**config.mk**
```make
export PLATFORM = sky130hd
export DESIGN_NAME = tsr_oam
export DESIGN_NICKNAME = d
export VERILOG_FILES = /design/src/design/tsr_pkg.sv /design/src/design/tsr_oam.sv
export SDC_FILE = /design/constraint.sdc
export NUM_CORES = 1
export LEC_CHECK = 0
export BUFFER_PORTS_ARGS = -buffer_cell sky130_fd_sc_hd__buf_2
export CAP_MARGIN = 20
export CELL_PAD_IN_SITES_DETAIL_PLACEMENT = 1
export CELL_PAD_IN_SITES_GLOBAL_PLACEMENT = 1
export CORE_ASPECT_RATIO = 0.8
export CORE_MARGIN = 2
export CORE_UTILIZATION = 38
export CTS_CLUSTER_SIZE = 24
export DETAILED_ROUTE_END_ITERATION = 7
export GPL_TIMING_DRIVEN = 0
export PLACE_DENSITY = 0.68
export SYNTH_ARGS = -nofsm -noshare
export SYNTH_HDL_FRONTEND = slang
export SYNTH_SLANG_ARGS = --single-unit
```
**constraint.sdc**
```tcl
create_clock -name clock -period 8.3 [get_ports clock]
set_input_delay 1.245 -clock clock [delete_from_list [all_inputs] [get_ports clock]]
set_output_delay 1.245 -clock clock [all_outputs]
set_load 0.1 [all_outputs]
```
**src/design/tsr_pkg.sv**
```systemverilog
// Shared types, constants and helpers for the tile scanline renderer.
// No dependencies; every other design file imports this package.
package tsr_pkg;

   localparam int VRAM_BYTES       = 8192;
   localparam int VRAM_AW          = $clog2(VRAM_BYTES);
   localparam int OAM_BYTES        = 160;
   localparam int OAM_AW           = 8;
   localparam int SPRITES_PER_LINE = 10;
   localparam int SPRITE_ENTRIES   = 40;
   localparam int SCREEN_WIDTH     = 160;
   localparam int LIST_AW          = 4;

   localparam logic [VRAM_AW-1:0] MAP_LOW  = 13'h1800;
   localparam logic [VRAM_AW-1:0] MAP_HIGH = 13'h1C00;

   typedef enum logic [1:0] {
      CMD_WR_VRAM    = 2'd0,
      CMD_WR_OAM     = 2'd1,
      CMD_START_LINE = 2'd2,
      CMD_RENDER     = 2'd3
   } cmd_type;

   typedef enum logic [2:0] {
      CSR_LCDC = 3'd0,
      CSR_SCY  = 3'd1,
      CSR_SCX  = 3'd2,
      CSR_WY   = 3'd3,
      CSR_WX   = 3'd4,
      CSR_BGP  = 3'd5,
      CSR_OBP0 = 3'd6,
      CSR_OBP1 = 3'd7
   } csr_index_type;

   typedef enum logic [4:0] {
      S_CLEAR, S_IDLE, S_LINE,
      S_SCAN_Y, S_SCAN_CHK, S_SCAN_X,
      S_SORT_LOAD, S_SORT_STEP, S_SORT_END,
      S_PIX, S_BG_TILE, S_BG_LO, S_BG_HI,
      S_SPR_Y, S_SPR_X, S_SPR_T, S_SPR_A, S_SPR_CHK, S_SPR_LO, S_SPR_HI,
      S_OUT
   } state_type;

   typedef struct packed {
      logic               we;
      logic [VRAM_AW-1:0] addr;
      logic [7:0]         wdata;
   } vram_req_type;

   typedef struct packed {
      logic              we;
      logic [OAM_AW-1:0] addr;
      logic [7:0]        wdata;
   } oam_req_type;

   typedef struct packed {
      logic [5:0] entry;
      logic [7:0] x;
   } spr_type;

   // Fixed green color table indexed by shade
   function automatic logic [15:0] green_color(input logic [1:0] shade);
      logic [15:0] c;
      unique case (shade)
         2'd0: c = 16'h8DD3;
         2'd1: c = 16'h441B;
         2'd2: c = 16'h3315;
         default: c = 16'h2251;
      endcase
      return c;
   endfunction

endpackage

```
**src/design/tsr_oam.sv**
```systemverilog
// Sprite table: 160-byte single-port RAM with registered read data.
// Depends on tsr_pkg; addresses beyond the table read as zero.
module tsr_oam
   import tsr_pkg::*;
(
   input  logic        clock,
   input  oam_req_type req,
   output logic [7:0]  rdata
);

   logic [7:0] mem [OAM_BYTES];
   logic [7:0] rdata_ff;
   logic       in_range;

   assign in_range = ({1'b0, req.addr} < 9'(OAM_BYTES));

   // Drop out-of-range writes, read zero beyond the table
   always_ff @(posedge clock) begin
      if (req.we && in_range) begin
         mem[req.addr] <= req.wdata;
      end
      rdata_ff <= in_range ? mem[req.addr] : 8'd0;
   end

   assign rdata = rdata_ff;

endmodule

```
# Yosys cells after proc, flatten, opt, wreduce, memory -nomap -nowiden
# Memories as Yosys holds them, arrays and structs flattened. A register that Yosys moved wholly into a read port is not among the register bits.
# Index checks and enable logic that the tools add are counted.
op_classes:
  muxes: 2
  order_cmp: 1
  reduce_logical: 2
ops:
  columns: ["operator", "count"]
  rows:
  - ["$lt 8x8->1 const B", 1]
  - ["$mux 1", 2]
  - ["$logic_and 1x1->1", 1]
  - ["$logic_not 1->1", 1]
word_totals:
  regBits: 0
  n_memories: 1
  in_bits: 18
  output_inout_bits: 8
  ram_bits: 1280
mem_list:
  columns: ["name", "depth", "word_bits", "read_ports", "rd_ports_with_merged_regs", "write_ports", "line", "rtl"]
  rows:
  - ["mem", 160, 8, 1, 1, 1, "tsr_oam.sv:11", "logic [7:0] mem [OAM_BYTES];"]

# Longest topological paths before layout
logic_depth:
  word_depth: 4
  mapped_depth: 11
  mapped_depth_nobuf: 6

# Worst setup path before layout
# No wires, ideal clock.
synth_timing:
  kind: "input to register"
  start: "in req[8] in the netlist's numbering"
  end: "mem mem[137][0], enable pin"
  required_time_ps: 7930
  arrival_ps: 3159
  path_slack_ps: 4771
  path_stages: 8
  setup_time_ps: 370
  path_cell_list: "buf_6 -> buf_6 -> buf_6 -> buf_6 -> buf_6 -> nor3b_1 -> nand2_2 -> nor2_1"
synth_between:
  elab_chain_len: 4
synth_rtl:
  columns: ["item", "line", "rtl"]
  rows:
  - ["start: declaration", "tsr_oam.sv:7", "input oam_req_type req,"]
  - ["$lt 8x8->1", "tsr_oam.sv:15", "assign in_range = ({1'b0, req.addr} < 9'(OAM_BYTES));"]
  - ["$logic_and 1x1->1", "tsr_oam.sv:19", "if (req.we && in_range) begin"]
  - ["$mux 1", "tsr_oam.sv:19", null]
  - ["$mux 1 (implied by the code)", "tsr_oam.sv:20", "mem[req.addr] <= req.wdata;"]
  - ["end: declaration", "tsr_oam.sv:11", null]
# Parallel ways exist; a longest one is shown, timed or not.

# Worst setup path in the final report
layout_timing:
  start: "in req[11] in the netlist's numbering"
  end: "mem mem[123][3], enable pin"
# Same word-level chain as after synthesis.

==> results.toml <==
[route]
wl_mm = 151
drc = 0
firstDrtPassIters = 5
vias_per_cell = 5.97
vias = 26200
wl_per_cell_um = 34.5
ant_nets = 0
drt_iter0_drc = 3986

[layout]
final_nets = 2560
drive_above_1_share_pct = 21.2
fin_cells = 4385
syn_to_final_growth_pct = 13.5
design_area_um2 = 56500
fin_util_pct = 43.6

[power]
power.density_nw_per_um2 = 239
fin_total_pwr_mw = 13.5
peakVddDrop_mv = 0.161
power_leakage_nw = 17.5

[critical_path]
start_kind = "input pin"
cp_max_fo = 10
required_ps = 8650
crit_type = "in2reg"
slowest_delay_ps = 1190
crit_arrival_ps = 6210
crit_chain = "buf_2 > nor2b_1 > clkbuf_1 > buf_8 > clkbuf_1 > clkbuf_1 > nand2_1 > nor2_1"
slowest_stage = "nor2_1"
critPathCaptureType = "register"
path_common_cell = "clkbuf_1"

[die]
dieHeight_um = 328
pin_count = 26
core_um2 = 130000
dieArea_um2 = 134000
start_util_pct = 38.4
rows = 118
dieWidth_um = 409

[run_status]
status = "finished clean"

[logic_synthesis]
syn_nets = 2396
muxShareOfSynthArea_pct = 14.7
yosys-top-cells-count = "edfxtp_1 (1280), mux4_2 (255), nor2_1 (174), mux2i_1 (154), a22oi_1 (148)"
ys_top_cells_by_area = "edfxtp_1 (77%), mux4_2 (12%), mux2i_1 (3.1%)"
yosysMostFrequentCell = "edfxtp_1"
synth_compound_area_share_pct = 3.60
yosys_warnings = 0
synth-main-ff-cell = "edfxtp_1"
synth_top_family_by_area = "multiplexers"
ys_ff_latch = 1288
yosysTopAreaCell = "edfxtp_1"
synth-simple-area-share_pct = 2.53
syn_area_per_cell_um2 = 20.9
synth-seq-area-share_pct = 77.5
netlist_area_um2 = 49800
synthCells = 2378
synthXorXnorAreaFrac_pct = 0
async_reset_ff_share_pct = 0
synthAdderAreaFrac_pct = 0
synth_enable_flop_cells = 1280
synth_cell_types = 46
synth_top_area_share_pct = 77.2

[global_routing]
grt_overflow = 0
grt_max_degree = 126
antenna_found_initial = 7
track_usage_pct = 22.5
grt_pass1_vias = 26500
grt_pass1_wl_mm = 210

[timing]
worst_pin_slew_ps = 1240
slew_headroom_pct = 17.3
finalSetupViolCount = 0
fin_crit_sh_pct = 70.6
post-route-min-period_ps = 5860
holdWs_ps = 906
fin_worst_skew_ps = 44.6
timing.fmax_mhz = 171
rsz0062_at_grt = "no"
tns_ps = 0
finalMaxSlewViolations = 0
setup_ws_ps = 2440
final_hold_viol_count = 0

[place]
dp.cells = 4160
hpwl_mm = 99.7
dpl_cell_area_um2 = 52500
place.port_buffers = 20
post-place-ws_ps = 1300
gp_congestion = 0.886

[flow_run]
drv_cap = 0

[cts]
tritoncts = "built"
root_buffer = "clkbuf_16"
cts-buffers-inserted = 119
ctsHoldBuffers = 0
clockBufferDepth = 3
cts_max_level = 3
cts_setup_buffers = 0
path_clk_slew_ps = 70
cts_sinks = 1288
ctsResizeCount = 0
clkLatencyLatePin_ps = 750

[min_path]
hp-class = "in2reg"
-- final timing paths --
path	slack, ps	to	start	depth (start not counted)
hold reg to reg	1310	rdata[2]$_SDFF_PP0_	mem[116][2]$_DFFE_PP_	5
setup / recovery	2440	mem[123][3]$_DFFE_PP_	req[11]	8
setup reg to reg	5520	rdata[3]$_SDFF_PP0_	mem[141][3]$_DFFE_PP_	5
hold / removal	910	mem[73][7]$_DFFE_PP_	req[7]	1
-- cells in the final DEF, fill, tap and decap left out, drive strengths merged, types with 2 or more instances in the layout --
master | netlist | final
clkinvlp | 0 | 5
a31oi | 5 | 5
or2 | 2 | 2
nor3b | 2 | 2
a211oi | 7 | 7
dfxtp | 8 | 8
a22oi | 148 | 148
nand3b | 2 | 2
buf | 79 | 122
clkinv | 0 | 57
diode | 0 | 2
clkbuf | 64 | 206
mux2i | 154 | 154
o21a | 2 | 2
o22ai | 6 | 6
nor2 | 174 | 174
and2 | 3 | 3
a21oi | 42 | 42
inv | 2 | 6
mux4 | 255 | 255
edfxtp | 1280 | 1280
bufinv | 0 | 14
o41ai | 6 | 6
o221ai | 2 | 2
a41oi | 2 | 2
nor3 | 4 | 4
a22o | 10 | 10
nand2b | 3 | 3
nand3 | 32 | 32
nor4 | 2 | 2
nor2b | 15 | 15
o21ai | 9 | 9
a221oi | 10 | 10
nand4 | 13 | 13
nand2 | 27 | 27
-- power by group --
part           internal, mW  leakage, nW  total, mW  switching (mW)
Sequential             7.16         11.6       7.17         0.00418
Combinational         0.229         3.98      0.782           0.553
Clock                  3.10         1.93       5.57            2.47
-- critical path, delay by kind of cell --
kind | cells | cell delay (ps)
buffers and inverters | 5 | 2440
and+or+nand+nor | 3 | 2470
-- state kept, by name (all words and copies together), names as in the netlist --
signal and flops:
mem 1280, rdata 8
-- cell families (layout without fill, tap and decap cells) --
family / after synthesis / in the layout
flip-flops: 1288 / 1288
multiplexers: 410 / 410
AND/OR/NAND/NOR: 283 / 283
AO/OA/AOI/OAI: 252 / 252
buffers and inverters: 145 / 410
other: 0 / 2
-- area by class of cell --
cell class                      count  area, um^2
Multi-Input combinational cell    945       10300
Buffer                            143         825
Inverter                            2        7.51
Clock inverter                     80         853
Fill cell                       12200       73100
Clock buffer                      142        3080
Tap cell                         1740        2180
Sequential cell                  1288       38600
Antenna cell                        2        5.00
Timing Repair Buffer               43         586
-- per-layer routing --
metal / GRT usage, % / up-vias / routed length (um)
met5: 0 / - / 29
met1: 32.2 / 13900 / 61900
li1: - / 10300 / -
met2: 32.6 / 1651 / 65700
met3: 6.97 / 293 / 18300
met4: 7.44 / 4 / 5210
(Power assumes the default switching activity.)
