`src/design/tsr_pkg.sv`:
```
// Shared types, constants and helpers for the tile scanline renderer.
// No dependencies; every other design file imports this package.
package tsr_pkg;

   localparam int VRAM_BYTES       = 8192;
   localparam int VRAM_AW          = $clog2(VRAM_BYTES);
   localparam int OAM_BYTES        = 160;
   localparam int OAM_AW           = 8;
   localparam int SPRITES_PER_LINE = 10;
   localparam int SPRITE_ENTRIES   = 40;
   localparam int SCREEN_WIDTH     = 160;
   localparam int LIST_AW          = 4;

   localparam logic [VRAM_AW-1:0] MAP_LOW  = 13'h1800;
   localparam logic [VRAM_AW-1:0] MAP_HIGH = 13'h1C00;

   typedef enum logic [1:0] {
      CMD_WR_VRAM    = 2'd0,
      CMD_WR_OAM     = 2'd1,
      CMD_START_LINE = 2'd2,
      CMD_RENDER     = 2'd3
   } cmd_type;

   typedef enum logic [2:0] {
      CSR_LCDC = 3'd0,
      CSR_SCY  = 3'd1,
      CSR_SCX  = 3'd2,
      CSR_WY   = 3'd3,
      CSR_WX   = 3'd4,
      CSR_BGP  = 3'd5,
      CSR_OBP0 = 3'd6,
      CSR_OBP1 = 3'd7
   } csr_index_type;

   typedef enum logic [4:0] {
      S_CLEAR, S_IDLE, S_LINE,
      S_SCAN_Y, S_SCAN_CHK, S_SCAN_X,
      S_SORT_LOAD, S_SORT_STEP, S_SORT_END,
      S_PIX, S_BG_TILE, S_BG_LO, S_BG_HI,
      S_SPR_Y, S_SPR_X, S_SPR_T, S_SPR_A, S_SPR_CHK, S_SPR_LO, S_SPR_HI,
      S_OUT
   } state_type;

   typedef struct packed {
      logic               we;
      logic [VRAM_AW-1:0] addr;
      logic [7:0]         wdata;
   } vram_req_type;

   typedef struct packed {
      logic              we;
      logic [OAM_AW-1:0] addr;
      logic [7:0]        wdata;
   } oam_req_type;

   typedef struct packed {
      logic [5:0] entry;
      logic [7:0] x;
   } spr_type;

   // Fixed green color table indexed by shade
   function automatic logic [15:0] green_color(input logic [1:0] shade);
      logic [15:0] c;
      unique case (shade)
         2'd0: c = 16'h8DD3;
         2'd1: c = 16'h441B;
         2'd2: c = 16'h3315;
         default: c = 16'h2251;
      endcase
      return c;
   endfunction

endpackage

```
`src/design/tsr_core.sv`:
```
// Sequencer and shared datapath: registers, line setup, sprite scan and sort,
// pixel composition. Depends on tsr_pkg; drives the two memory ports.
module tsr_core
   import tsr_pkg::*;
(
   input  logic         clock,
   input  logic         reset,
   input  logic         start,
   output logic         busy,
   input  logic [1:0]   req_cmd,
   input  logic [12:0]  req_mem_addr,
   input  logic [7:0]   req_mem_data,
   input  logic [7:0]   req_line_number,
   input  logic [7:0]   req_column,
   output logic         rsp_strobe,
   output logic [1:0]   rsp_shade,
   output logic [15:0]  rsp_pixel_color,
   input  logic         csr_we,
   input  logic [2:0]   csr_index,
   input  logic [7:0]   csr_data,
   output vram_req_type vram_req,
   input  logic [7:0]   vram_rdata,
   output oam_req_type  oam_req,
   input  logic [7:0]   oam_rdata
);

   state_type state_ff, state_in;

   logic [7:0] lcdc_ff, scy_ff, scx_ff, wy_ff, wx_ff, bgp_ff, obp0_ff, obp1_ff;

   logic [VRAM_AW-1:0] clr_ff;
   logic [7:0]         line_ff, col_ff;
   logic [7:0]         win_cnt_ff, win_row_ff;
   logic               win_seen_ff, win_on_ff;
   spr_type            list_ff [SPRITES_PER_LINE];
   logic [LIST_AW-1:0] cnt_ff, idx_i_ff, pass_ff;
   logic [5:0]         ent_ff;
   spr_type            carry_ff;

   logic [7:0]  tile_ff, lo_ff, sy_ff, sx_ff, stile_ff, attr_ff, pal_ff;
   logic [2:0]  prow_ff, pcol_ff, sbit_ff;
   logic [10:0] saddr_ff;
   logic [1:0]  idx_ff;

   logic accept;
   cmd_type cmd;

   assign accept = start && (state_ff == S_IDLE);
   assign cmd    = cmd_type'(req_cmd);
   assign busy   = (state_ff != S_IDLE);

   // Shared vertical cover check: scan reads fresh bytes, pixel uses the held byte
   logic [7:0] y_sel;
   logic [9:0] dy, dx, height;
   logic       covers, x_hit, tall;

   assign tall   = lcdc_ff[2];
   assign height = tall ? 10'd16 : 10'd8;
   assign y_sel  = (state_ff == S_SCAN_CHK) ? oam_rdata : sy_ff;
   assign dy     = {2'b0, line_ff} + 10'd16 - {2'b0, y_sel};
   assign covers = !dy[9] && (dy < height);
   assign dx     = {2'b0, col_ff} + 10'd8 - {2'b0, sx_ff};
   assign x_hit  = !dx[9] && (dx < 10'd8);

   // Sprite tile row with vertical flip and tall-sprite tile pairing
   logic [3:0] srow;
   logic [7:0] stile_eff;
   always_comb begin
      srow = dy[3:0];
      if (oam_rdata[6]) begin
         srow = tall ? ~dy[3:0] : {1'b0, ~dy[2:0]};
      end
      stile_eff = tall ? {stile_ff[7:1], srow[3]} : stile_ff;
   end

   // Background or window plane coordinates for this pixel
   logic       use_win;
   logic [7:0] prow, pcol;
   logic [VRAM_AW-1:0] map_base, map_addr;
   always_comb begin
      use_win  = win_on_ff && (({1'b0, col_ff} + 9'd7) >= {1'b0, wx_ff});
      prow     = use_win ? win_row_ff : line_ff + scy_ff;
      pcol     = use_win ? col_ff + 8'd7 - wx_ff : col_ff + scx_ff;
      map_base = (use_win ? lcdc_ff[6] : lcdc_ff[3]) ? MAP_HIGH : MAP_LOW;
      map_addr = map_base | {3'b0, prow[7:3], pcol[7:3]};
   end

   // Sprite list read and write ports
   logic [LIST_AW-1:0] rd_idx, last_idx;
   spr_type            rd_spr;
   logic               carry_after;
   assign last_idx = cnt_ff - 4'd1;
   always_comb begin
      unique case (state_ff)
         S_SORT_LOAD: rd_idx = '0;
         S_SORT_STEP: rd_idx = idx_i_ff;
         default:     rd_idx = idx_i_ff;
      endcase
   end
   assign rd_spr      = list_ff[rd_idx];
   assign carry_after = !((carry_ff.x > rd_spr.x) ||
                          ((carry_ff.x == rd_spr.x) && (carry_ff.entry > rd_spr.entry)));

   logic [1:0] spix;
   assign spix = {vram_rdata[sbit_ff], lo_ff[sbit_ff]};

   // Next state
   always_comb begin
      state_in = state_ff;
      unique case (state_ff)
         S_CLEAR:     if (&clr_ff) state_in = S_IDLE;
         S_IDLE: begin
            if (accept && cmd == CMD_START_LINE) begin
               state_in = S_LINE;
            end else if (accept && cmd == CMD_RENDER &&
                         req_column < 8'(SCREEN_WIDTH)) begin
               state_in = S_PIX;
            end
         end
         S_LINE:      state_in = S_SCAN_Y;
         S_SCAN_Y:    state_in = S_SCAN_CHK;
         S_SCAN_CHK: begin
            if (covers) begin
               state_in = S_SCAN_X;
            end else if (ent_ff == 6'(SPRITE_ENTRIES - 1)) begin
               state_in = S_SORT_LOAD;
            end else begin
               state_in = S_SCAN_Y;
            end
         end
         S_SCAN_X: begin
            if (cnt_ff == 4'(SPRITES_PER_LINE - 1) ||
                ent_ff == 6'(SPRITE_ENTRIES - 1)) begin
               state_in = S_SORT_LOAD;
            end else begin
               state_in = S_SCAN_Y;
            end
         end
         S_SORT_LOAD: state_in = (cnt_ff < 4'd2) ? S_IDLE : S_SORT_STEP;
         S_SORT_STEP: if (idx_i_ff == last_idx) state_in = S_SORT_END;
         S_SORT_END:  state_in = (pass_ff == last_idx) ? S_IDLE : S_SORT_LOAD;
         S_PIX: begin
            if (lcdc_ff[0]) begin
               state_in = S_BG_TILE;
            end else if (lcdc_ff[1] && cnt_ff != '0) begin
               state_in = S_SPR_Y;
            end else begin
               state_in = S_OUT;
            end
         end
         S_BG_TILE:   state_in = S_BG_LO;
         S_BG_LO:     state_in = S_BG_HI;
         S_BG_HI:     state_in = (lcdc_ff[1] && cnt_ff != '0) ? S_SPR_Y : S_OUT;
         S_SPR_Y:     state_in = S_SPR_X;
         S_SPR_X:     state_in = S_SPR_T;
         S_SPR_T:     state_in = S_SPR_A;
         S_SPR_A:     state_in = S_SPR_CHK;
         S_SPR_CHK: begin
            if (covers && x_hit) begin
               state_in = S_SPR_LO;
            end else begin
               state_in = (idx_i_ff == last_idx) ? S_OUT : S_SPR_Y;
            end
         end
         S_SPR_LO:    state_in = S_SPR_HI;
         S_SPR_HI:    state_in = (idx_i_ff == last_idx) ? S_OUT : S_SPR_Y;
         S_OUT:       state_in = S_IDLE;
         default:     state_in = S_IDLE;
      endcase
   end

   // Memory requests and result strobe
   always_comb begin
      vram_req = '{we: 1'b0, addr: map_addr, wdata: 8'd0};
      oam_req  = '{we: 1'b0, addr: {rd_spr.entry, 2'd0}, wdata: 8'd0};
      unique case (state_ff)
         S_CLEAR: begin
            vram_req = '{we: 1'b1, addr: clr_ff, wdata: 8'd0};
            oam_req  = '{we: 1'b1, addr: clr_ff[OAM_AW-1:0], wdata: 8'd0};
            oam_req.we = (clr_ff < 13'(OAM_BYTES));
         end
         S_IDLE: begin
            vram_req = '{we: accept && cmd == CMD_WR_VRAM, addr: req_mem_addr,
                         wdata: req_mem_data};
            oam_req  = '{we: accept && cmd == CMD_WR_OAM &&
                             req_mem_addr < 13'(OAM_BYTES),
                         addr: req_mem_addr[OAM_AW-1:0], wdata: req_mem_data};
         end
         S_SCAN_Y:  oam_req.addr = {ent_ff, 2'd0};
         S_SCAN_CHK: oam_req.addr = {ent_ff, 2'd1};
         S_BG_TILE: vram_req.addr = {~(lcdc_ff[4] | vram_rdata[7]), vram_rdata,
                                     prow_ff, 1'b0};
         S_BG_LO:   vram_req.addr = {~(lcdc_ff[4] | tile_ff[7]), tile_ff,
                                     prow_ff, 1'b1};
         S_SPR_Y:   oam_req.addr = {rd_spr.entry, 2'd0};
         S_SPR_X:   oam_req.addr = {rd_spr.entry, 2'd1};
         S_SPR_T:   oam_req.addr = {rd_spr.entry, 2'd2};
         S_SPR_A:   oam_req.addr = {rd_spr.entry, 2'd3};
         S_SPR_CHK: vram_req.addr = {1'b0, stile_eff, srow[2:0], 1'b0};
         S_SPR_LO:  vram_req.addr = {1'b0, saddr_ff, 1'b1};
         default: begin
         end
      endcase
   end

   assign rsp_strobe      = (state_ff == S_OUT);
   assign rsp_shade       = 2'(pal_ff >> {idx_ff, 1'b0});
   assign rsp_pixel_color = green_color(rsp_shade);

   // Advance state and control counters
   always_ff @(posedge clock) begin
      if (reset) begin
         state_ff    <= S_CLEAR;
         clr_ff      <= '0;
         lcdc_ff     <= 8'd145;
         scy_ff      <= 8'd0;
         scx_ff      <= 8'd0;
         wy_ff       <= 8'd0;
         wx_ff       <= 8'd0;
         bgp_ff      <= 8'd252;
         obp0_ff     <= 8'd255;
         obp1_ff     <= 8'd255;
         line_ff     <= 8'd0;
         win_cnt_ff  <= 8'd0;
         win_row_ff  <= 8'd0;
         win_seen_ff <= 1'b0;
         win_on_ff   <= 1'b0;
         cnt_ff      <= '0;
         for (int k = 0; k < SPRITES_PER_LINE; k++) begin
            list_ff[k] <= '0;
         end
      end else begin
         state_ff <= state_in;
         if (state_ff == S_CLEAR) begin
            clr_ff <= clr_ff + 13'd1;
         end

         // Hold configuration registers
         if (csr_we) begin
            unique case (csr_index_type'(csr_index))
               CSR_LCDC: lcdc_ff <= csr_data;
               CSR_SCY:  scy_ff  <= csr_data;
               CSR_SCX:  scx_ff  <= csr_data;
               CSR_WY:   wy_ff   <= csr_data;
               CSR_WX:   wx_ff   <= csr_data;
               CSR_BGP:  bgp_ff  <= csr_data;
               CSR_OBP0: obp0_ff <= csr_data;
               CSR_OBP1: obp1_ff <= csr_data;
               default: begin
               end
            endcase
         end

         if (accept && cmd == CMD_START_LINE) begin
            line_ff <= req_line_number;
         end

         // Window trigger and row counter at line start
         if (state_ff == S_LINE) begin
            logic       seen;
            logic [7:0] wcnt;
            logic       won;
            seen = (line_ff == 8'd0) ? 1'b0 : win_seen_ff;
            wcnt = (line_ff == 8'd0) ? 8'd0 : win_cnt_ff;
            if (wy_ff == line_ff) begin
               seen = 1'b1;
            end
            won = lcdc_ff[0] && lcdc_ff[5] && seen && (wx_ff < 8'd167);
            win_seen_ff <= seen;
            win_on_ff   <= won;
            win_cnt_ff  <= won ? wcnt + 8'd1 : wcnt;
            if (won) begin
               win_row_ff <= wcnt;
            end
            cnt_ff <= '0;
         end

         // Append a covering sprite, then bubble the list into draw order
         if (state_ff == S_SCAN_X) begin
            list_ff[cnt_ff] <= '{entry: ent_ff, x: oam_rdata};
            cnt_ff          <= cnt_ff + 4'd1;
         end
         if (state_ff == S_SORT_STEP) begin
            list_ff[idx_i_ff - 4'd1] <= carry_after ? rd_spr : carry_ff;
         end
         if (state_ff == S_SORT_END) begin
            list_ff[last_idx] <= carry_ff;
         end
      end
   end

   // Datapath registers
   always_ff @(posedge clock) begin
      unique case (state_ff)
         S_IDLE: begin
            col_ff <= req_column;
         end
         S_LINE: begin
            ent_ff  <= '0;
            pass_ff <= 4'd1;
         end
         S_SCAN_CHK: begin
            if (!covers) begin
               ent_ff <= ent_ff + 6'd1;
            end
         end
         S_SCAN_X: begin
            ent_ff <= ent_ff + 6'd1;
         end
         S_SORT_LOAD: begin
            carry_ff <= rd_spr;
            idx_i_ff <= 4'd1;
         end
         S_SORT_STEP: begin
            if (!carry_after) begin
               carry_ff <= rd_spr;
            end
            idx_i_ff <= idx_i_ff + 4'd1;
         end
         S_SORT_END: begin
            pass_ff <= pass_ff + 4'd1;
         end
         S_PIX: begin
            prow_ff  <= prow[2:0];
            pcol_ff  <= pcol[2:0];
            idx_ff   <= 2'd0;
            pal_ff   <= bgp_ff;
            idx_i_ff <= '0;
         end
         S_BG_TILE: tile_ff <= vram_rdata;
         S_BG_LO:   lo_ff   <= vram_rdata;
         S_BG_HI: begin
            idx_ff <= {vram_rdata[~pcol_ff], lo_ff[~pcol_ff]};
         end
         S_SPR_X:   sy_ff    <= oam_rdata;
         S_SPR_T:   sx_ff    <= oam_rdata;
         S_SPR_A:   stile_ff <= oam_rdata;
         S_SPR_CHK: begin
            attr_ff  <= oam_rdata;
            saddr_ff <= {stile_eff, srow[2:0]};
            sbit_ff  <= oam_rdata[5] ? dx[2:0] : ~dx[2:0];
            if (!(covers && x_hit)) begin
               idx_i_ff <= idx_i_ff + 4'd1;
            end
         end
         S_SPR_LO:  lo_ff <= vram_rdata;
         S_SPR_HI: begin
            // Drop transparent pixels and behind-background pixels over color
            if (spix != 2'd0 && !(attr_ff[7] && idx_ff != 2'd0)) begin
               idx_ff <= spix;
               pal_ff <= attr_ff[4] ? obp1_ff : obp0_ff;
            end
            idx_i_ff <= idx_i_ff + 4'd1;
         end
         default: begin
         end
      endcase
   end

endmodule

```
`config.mk`:
```
export PLATFORM = sky130hd
export DESIGN_NAME = tsr_core
export DESIGN_NICKNAME = d
export VERILOG_FILES = /design/src/design/tsr_pkg.sv /design/src/design/tsr_core.sv
export SDC_FILE = /design/constraint.sdc
export NUM_CORES = 1
export LEC_CHECK = 0
export BUFFER_PORTS_ARGS = -buffer_cell sky130_fd_sc_hd__buf_4
export CAP_MARGIN = 20
export CORE_UTILIZATION = 30
export CTS_BUF_LIST = sky130_fd_sc_hd__clkbuf_4
export CTS_CLUSTER_SIZE = 40
export DETAILED_ROUTE_END_ITERATION = 8
export GPL_ROUTABILITY_DRIVEN = 0
export HOLD_SLACK_MARGIN = 0.15
export MAX_ROUTING_LAYER = met4
export PLACE_DENSITY_LB_ADDON = 0.2
export SETUP_SLACK_MARGIN = 0.2
export SYNTH_ARGS = -nofsm -noshare
export SYNTH_HDL_FRONTEND = slang
export SYNTH_SLANG_ARGS = --single-unit
export TNS_END_PERCENT = 5
```
`constraint.sdc`:
```
create_clock -name clock -period 7.8 [get_ports clock]
set_clock_uncertainty 0.05 [all_clocks]
set_input_delay 0.39 -clock clock [delete_from_list [all_inputs] [get_ports clock]]
set_output_delay 0.39 -clock clock [all_outputs]
set_load 0.05 [all_outputs]
```
# Word level (Yosys, flattened, before mapping)
# Memory sizes are Yosys's and may differ from the RTL's.
# Cells that the tools add are included.
op_classes:
  addsub: 17
  mul: 0
  n_div: 0
  order_cmp: 12
  n_eq_ne: 46
  n_shift: 1
  n_mux: 80
  bitwise: 9
  reduce_logical: 59
op_table:
  columns: ["operator", "count"]
  rows:
  - ["5-bit one-hot mux with 20 select lines", 1]
  - ["13-bit one-hot mux with 6 select lines", 1]
  - ["14-bit 2-to-1 mux", 5]
  - ["8-bit 2-to-1 mux", 8]
  - ["8-bit one-hot mux with 7 select lines", 1]
  - ["16-bit one-hot mux with 3 select lines", 1]
  - ["5-bit 2-to-1 mux", 9]
  - ["14-bit OR reduction", 3]
  - ["5-bit by 4-bit == test with 1-bit output (second input constant)", 8]
  - ["4-bit 2-to-1 mux", 9]
  - ["14-bit one-hot mux with 2 select lines", 1]
  - ["2-bit AND reduction", 14]
  - ["13-bit by 8-bit < comparator with 1-bit output (second input constant)", 2]
  - ["5-bit == test (second input constant)", 5]
  - ["1-bit 2-to-1 mux", 24]
  - ["5-bit by 3-bit == test with 1-bit output (second input constant)", 4]
  - ["9-bit by 8-bit subtractor with 10-bit output", 2]
  - ["1-bit logical AND", 18]
  - ["3-bit 2-to-1 mux", 6]
  - ["6-bit one-hot mux with 3 select lines", 1]
  - ["8-bit adder", 2]
  - ["8-bit == test", 2]
  - ["8-bit < comparator (second input constant)", 2]
  - ["4-bit one-hot mux with 4 select lines", 1]
  - ["other kinds (57)", 94]
totals:
  regBits: 225
  latchBits: 0
  mem_bits_rw: 140
  rom_bits: 0
  inputBits: 70
  out_inout_bits: 59
  n_memories: 1
mem_list:
  columns: ["memory", "depth", "word_bits", "rd", "rd_clocked_by_memory_dff", "write_ports", "line", "rtl"]
  rows:
  - ["list_ff", 10, 14, 1, 0, 10, "tsr_core.sv:35", "spr_type list_ff [SPRITES_PER_LINE];"]

# Logic depth before layout (Yosys ltp)
# An unclocked memory read counts as a cell.
depth:
  depth_word: 9
  mapped_depth: 20

# Worst setup path after synthesis
# No wires, ideal clock.
synth_timing:
  path_type: "register to register"
  start: "reg state_ff[4]"
  end: "reg idx_i_ff[0] (enable)"
  setup_ns: 0.299
  arrival_time_ns: 4.089
  setup_slack_ns: 3.362
  path_stages_with_launch: 19
  n_path_buf: 3
  period_less_slack_ns: 4.438
  cell_sequence: "dfxtp_1 -> buf_4 -> clkbuf_1 -> nor2_1 -> nand3_1 -> clkbuf_1 -> mux2i_1 -> ha_1 -> ha_1 -> a21o_1 -> a21oi_1 -> xnor2_1 -> ha_1 -> o21a_1 -> nor4_1 -> o2111ai_1 -> or3_1 -> o21ai_0 -> o21ai_0"
synth_via:
  elab_chain_len: 8
  word_cells_on_any_way: 16
  cone_classes: "1 x add/sub; 1 x order compare; 7 x eq/ne; 1 x mux; 6 x reduce/logical"
synth_lines:
  columns: ["item", "line", "rtl"]
  rows:
  - ["from (decl)", "tsr_core.sv:27", "state_type state_ff, state_in;"]
  - ["from (signal assigned)", "tsr_core.sv:233", "state_ff <= state_in;"]
  - ["5-bit by 3-bit == test with 1-bit output", "tsr_core.sv:59", "assign y_sel = (state_ff == S_SCAN_CHK) ? oam_rdata : sy_ff;"]
  - ["8-bit 2-to-1 mux", "tsr_core.sv:59", null]
  - ["9-bit by 8-bit subtractor with 10-bit output", "tsr_core.sv:60", "assign dy = {2'b0, line_ff} + 10'd16 - {2'b0, y_sel};"]
  - ["10-bit by 5-bit < comparator with 1-bit output or 1-bit logical NOT (tied branches)", "tsr_core.sv:61", "assign covers = !dy[9] && (dy < height);"]
  - ["1-bit logical AND", "tsr_core.sv:61", null]
  - ["1-bit logical AND", "tsr_core.sv:342", "if (!(covers && x_hit)) begin"]
  - ["2-bit inequality test (no line)", null, null]
  - ["2-bit AND reduction (no line) (*)", null, null]
  - ["to (signal assigned)", "tsr_core.sv:318", "idx_i_ff <= idx_i_ff + 4'd1;"]
  - ["to (signal assigned)", "tsr_core.sv:343", "idx_i_ff <= idx_i_ff + 4'd1;"]
  - ["to (signal assigned)", "tsr_core.sv:353", "idx_i_ff <= idx_i_ff + 4'd1;"]
  - ["to (decl)", "tsr_core.sv:36", "logic [LIST_AW-1:0] cnt_ff, idx_i_ff, pass_ff;"]
# Mark *: on every way between the ends. The rest lies on a longest branch, timed or not.
# A chain may end at the register's enable or synchronous reset.

==> summary.md <==
| Metric | Value |
|---|---|
| Fin nets | `2486` |
| Final ANT Viol Nets | `0` |
| Core Region | `0.0749 mm^2` |
| Top-Level Pins | `129` |
| Fin. Hold Viols | `0` |
| Layer with the highest usage | `met2` |
| Pre-CTS setup slack | `1600 ps` |
| Met1 global-route usage | `0.237` |
| Cts bufs inserted | `121` |
| Clk buf depth | `3` |
| Synth-to-layout area growth | `18.5%` |
| PD cells | `180 mW/mm^2` |
| Setup TNS | `0 ps` |
| Slew Limit Headroom | `0.245` |
| Max Transition Viols Final | `0` |
| Clock transition at the registers of the reported paths | `60 ps` |
| Ys async rst share | `0` |
| Die footprint | `0.0774 mm^2` |
| Setup CP Type | `reg2reg` |
| Worst Path Required | `8280 ps` |
| Cells after Synth | `2078` |
| Part of the power in the clock network | `0.430` |
| Crit path arrival time | `6770 ps` |
| Fin crit period | `6290 ps` |
| Post-CTS Setup Bufs | `0` |
| Residual DRC | `0` |
| CP max FO | `23` |
| Clk Latency, worst-skew pair | `940 ps` |
| Vias per cell | `5.19` |
| Main synth FF type | `edfxtp_1` |
| Final WL | `73400 um` |
| Reg area | `0.0122 mm^2` |
| H-tree Lvls | `3` |
| Final setup fails | `0` |
| Synth top area cells | `edfxtp_1 44%, dfxtp_1 9.7%, ha_1 5.2%` |
| CP endpoint kind | `register` |
| Worst Setup Start Kind | `register` |
| Least-Margin Pin Slew | `1130 ps` |
| Worst min-delay path category | `in2reg` |
| Initial DRC count | `1486` |
| Max IR drop VDD | `96.3 uV` |
| Cell area after synthesis | `0.0229 mm^2` |
| Sw Share | `0.240` |
| Static leakage | `0.0100 uW` |
| Sw Pwr | `1170 uW` |
| DRT Pass-1 Iters | `6` |
| Slack of the critical path | `1510 ps` |
| Combinational share of power | `0.044` |
| Die Ht | `278 um` |
| YS warnings | `0` |
| CTS tree | `built` |
| Top cell type's share of synthesized area | `0.435` |
| Dominant cell type by area after synthesis | `edfxtp_1` |
| Met3 Use GR | `0.0301` |
| Area of the multi-input gates | `0.00972 mm^2` |
| Die W | `278 um` |
| Row cnt | `100` |
| Grt total ovfl | `0` |
| Gr usage total | `0.194` |
| Via count | `17500` |
| Post-CTS sizing | `0` |
| Post-DP HPWL | `50200 um` |
| Layout cell share with drive strength beyond 1 | `0.206` |
| Highest Clock Rate | `159 MHz` |
| Reg power frac | `0.526` |
| Initial antenna violation count | `5` |
| Cell variety after synth | `86` |
| CTS root buffer | `clkbuf_4` |
| Cell internal pwr | `3710 uW` |
| Global-route wire length before repair | `110000 um` |
| Largest net degree at the start of global routing | `81` |
| Number of global-route vias before repair | `17500` |
| Max_cap viols | `0` |
| Fill count | `7477` |
| Seq/Total Area, Yosys | `0.532` |
| Final period util | `0.807` |
| Mean Syn Cell Area | `11.0 um^2` |
| Global routing usage on met2 | `0.326` |
| # port buffers | `125` |
| Clk sinks | `443` |
| Avg WL per Cell | `21.7 um` |
| Initial Util | `0.306` |
| Number of flops mapped to enable cells by yosys | `332` |
| RSZ-0062 raised after global routing | `false` |
| FF+latch count, synth | `443` |
| Outcome | `complete, no violations` |
cell usage after synthesis (8+ instances only):
| cell type | instances |
|---|---|
| nand3_1 | 37 |
| buf_1 | 18 |
| o221ai_1 | 12 |
| o22ai_1 | 32 |
| mux2_2 | 48 |
| a211oi_1 | 9 |
| nor2_1 | 250 |
| xnor2_1 | 48 |
| and3_1 | 24 |
| nand4_1 | 16 |
| inv_1 | 96 |
| edfxtp_1 | 332 |
| a21oi_1 | 132 |
| buf_4 | 30 |
| o21ai_0 | 52 |
| xor2_1 | 26 |
| a22oi_1 | 12 |
| nand2_1 | 206 |
| a21o_1 | 18 |
| and2_1 | 10 |
| clkbuf_1 | 53 |
| mux2i_1 | 77 |
| nor3_1 | 32 |
| ha_1 | 95 |
| o211ai_1 | 21 |
| a222oi_1 | 22 |
| mux4_2 | 21 |
| o221ai_2 | 8 |
| buf_2 | 30 |
| or3_1 | 13 |
| inv_2 | 11 |
| nand2b_1 | 20 |
| nor2b_1 | 12 |
| dfxtp_1 | 111 |
| o21a_1 | 8 |
layout by cell type (no fill, tap or decap), types with 7 or more instances in the layout:
master	count
or3_1	13
o21a_1	8
nand4_1	16
edfxtp_1	332
o221ai_2	8
xor2_1	26
a22oi_2	7
inv_2	11
and3_1	24
a211oi_1	9
mux2i_1	77
nand2b_1	20
buf_4	168
o22ai_1	32
dfxtp_1	111
inv_1	96
nor2b_1	12
nor2_1	245
o211ai_1	21
ha_1	95
nand2_1	206
a21o_1	18
clkbuf_4	182
a222oi_1	22
clkinv_1	23
and2_1	10
o21ai_0	51
mux2_2	48
fa_1	7
nor3_1	28
mux4_2	21
a22oi_1	12
dlygate4sd3_1	74
o221ai_1	12
a21oi_1	131
nand3_1	37
xnor2_1	48
logic make-up after synthesis:
family	synth area share
flops	0.532
compound gates	0.127
buf+inv	0.0467
other cells	0.000328
fa+ha+maj	0.0580
xor+xnor	0.0303
mux	0.0779
simple gates	0.128
critical path: stages (launching register included):
cell and delay, ps:
dfxtp_1 890, nand2b_1 810, o21ai_2 120, buf_4 250, nand2_1 450, o22ai_1 200
o22ai_1 540, inv_1 100, ha_1 310, nand4_1 120, a21oi_1 50, o32ai_1 400
o2bb2ai_1 220, o21ai_1 300, buf_4 270, a221oi_4 580, inv_1 260
final timing paths:
path                                 start                   endpoint  slack, ps  cells past startpoint
setup / recovery  state_ff[0]$_SDFFE_PP0P_  list_ff[10][11]$_DFFE_PP_       1510                     16
hold / removal          req_line_number[2]    line_ff[2]$_SDFFE_PP0P_        260                      4
setup reg to reg  state_ff[0]$_SDFFE_PP0P_  list_ff[10][11]$_DFFE_PP_       1510                     16
hold reg to reg      stile_ff[7]$_DFFE_PP_     saddr_ff[10]$_DFFE_PP_        350                      0
area by class of cell:
| cell class | count | area share |
|---|---|---|
| Multi-Input combinational cell | 1395 | 0.358 |
| Timing Repair Buffer | 245 | 0.0754 |
| Antenna cell | 4 | 0.000369 |
| Tap cell | 969 | 0.0447 |
| Sequential cell | 443 | 0.449 |
| Clock buffer | 182 | 0.0503 |
| Inverter | 108 | 0.0149 |
| Clock inverter | 34 | 0.00701 |
power groups by stage:
stage / combinational, uW / sequential (uW) / clock, uW
after floorplan: 98.5 / 2610 / 0
after global placement: 184 / 2610 / 0
after detailed placement: 185 / 2610 / 0
after CTS: 215 / 2560 / 2160
after global routing: 230 / 2570 / 2280
final: 214 / 2560 / 2100
sequential cells by signal, summed over array words and instances (netlist names), 11 cells and up:
register	flops
list_ff	224
carry_ff	14
clr_ff	13
saddr_ff	11
per-layer routing:
metal  wire [um]  vias up  share of wire
li1            -     8168              -
met1       31300     8676           0.43
met2       36300      579           0.49
met3        3980      114          0.054
met4        1830        0          0.025
met5           0        -              0
what timing repair did:
action	in CTS	in global routing
endpoints found under the setup margin	0	0
endpoints found under the hold margin	231	0
hold buffers	74	0
through the flow:
step / instances / area [um^2] / total power (uW) / util / hold slack (ps)
after CTS: 3372 / 27100 / 4940 / 0.362 / 169
final: 3380 / 27100 / 4870 / 0.362 / 258
after global placement: 3082 / 24800 / 2800 / 0.331 / 382
after floorplan: 2079 / 22900 / 2710 / - / 375
after detailed placement: 3082 / 24800 / 2800 / 0.331 / 384
after global routing: 3380 / 27100 / 5070 / 0.362 / 191
Note: power is estimated with default switching activity, not from simulation.
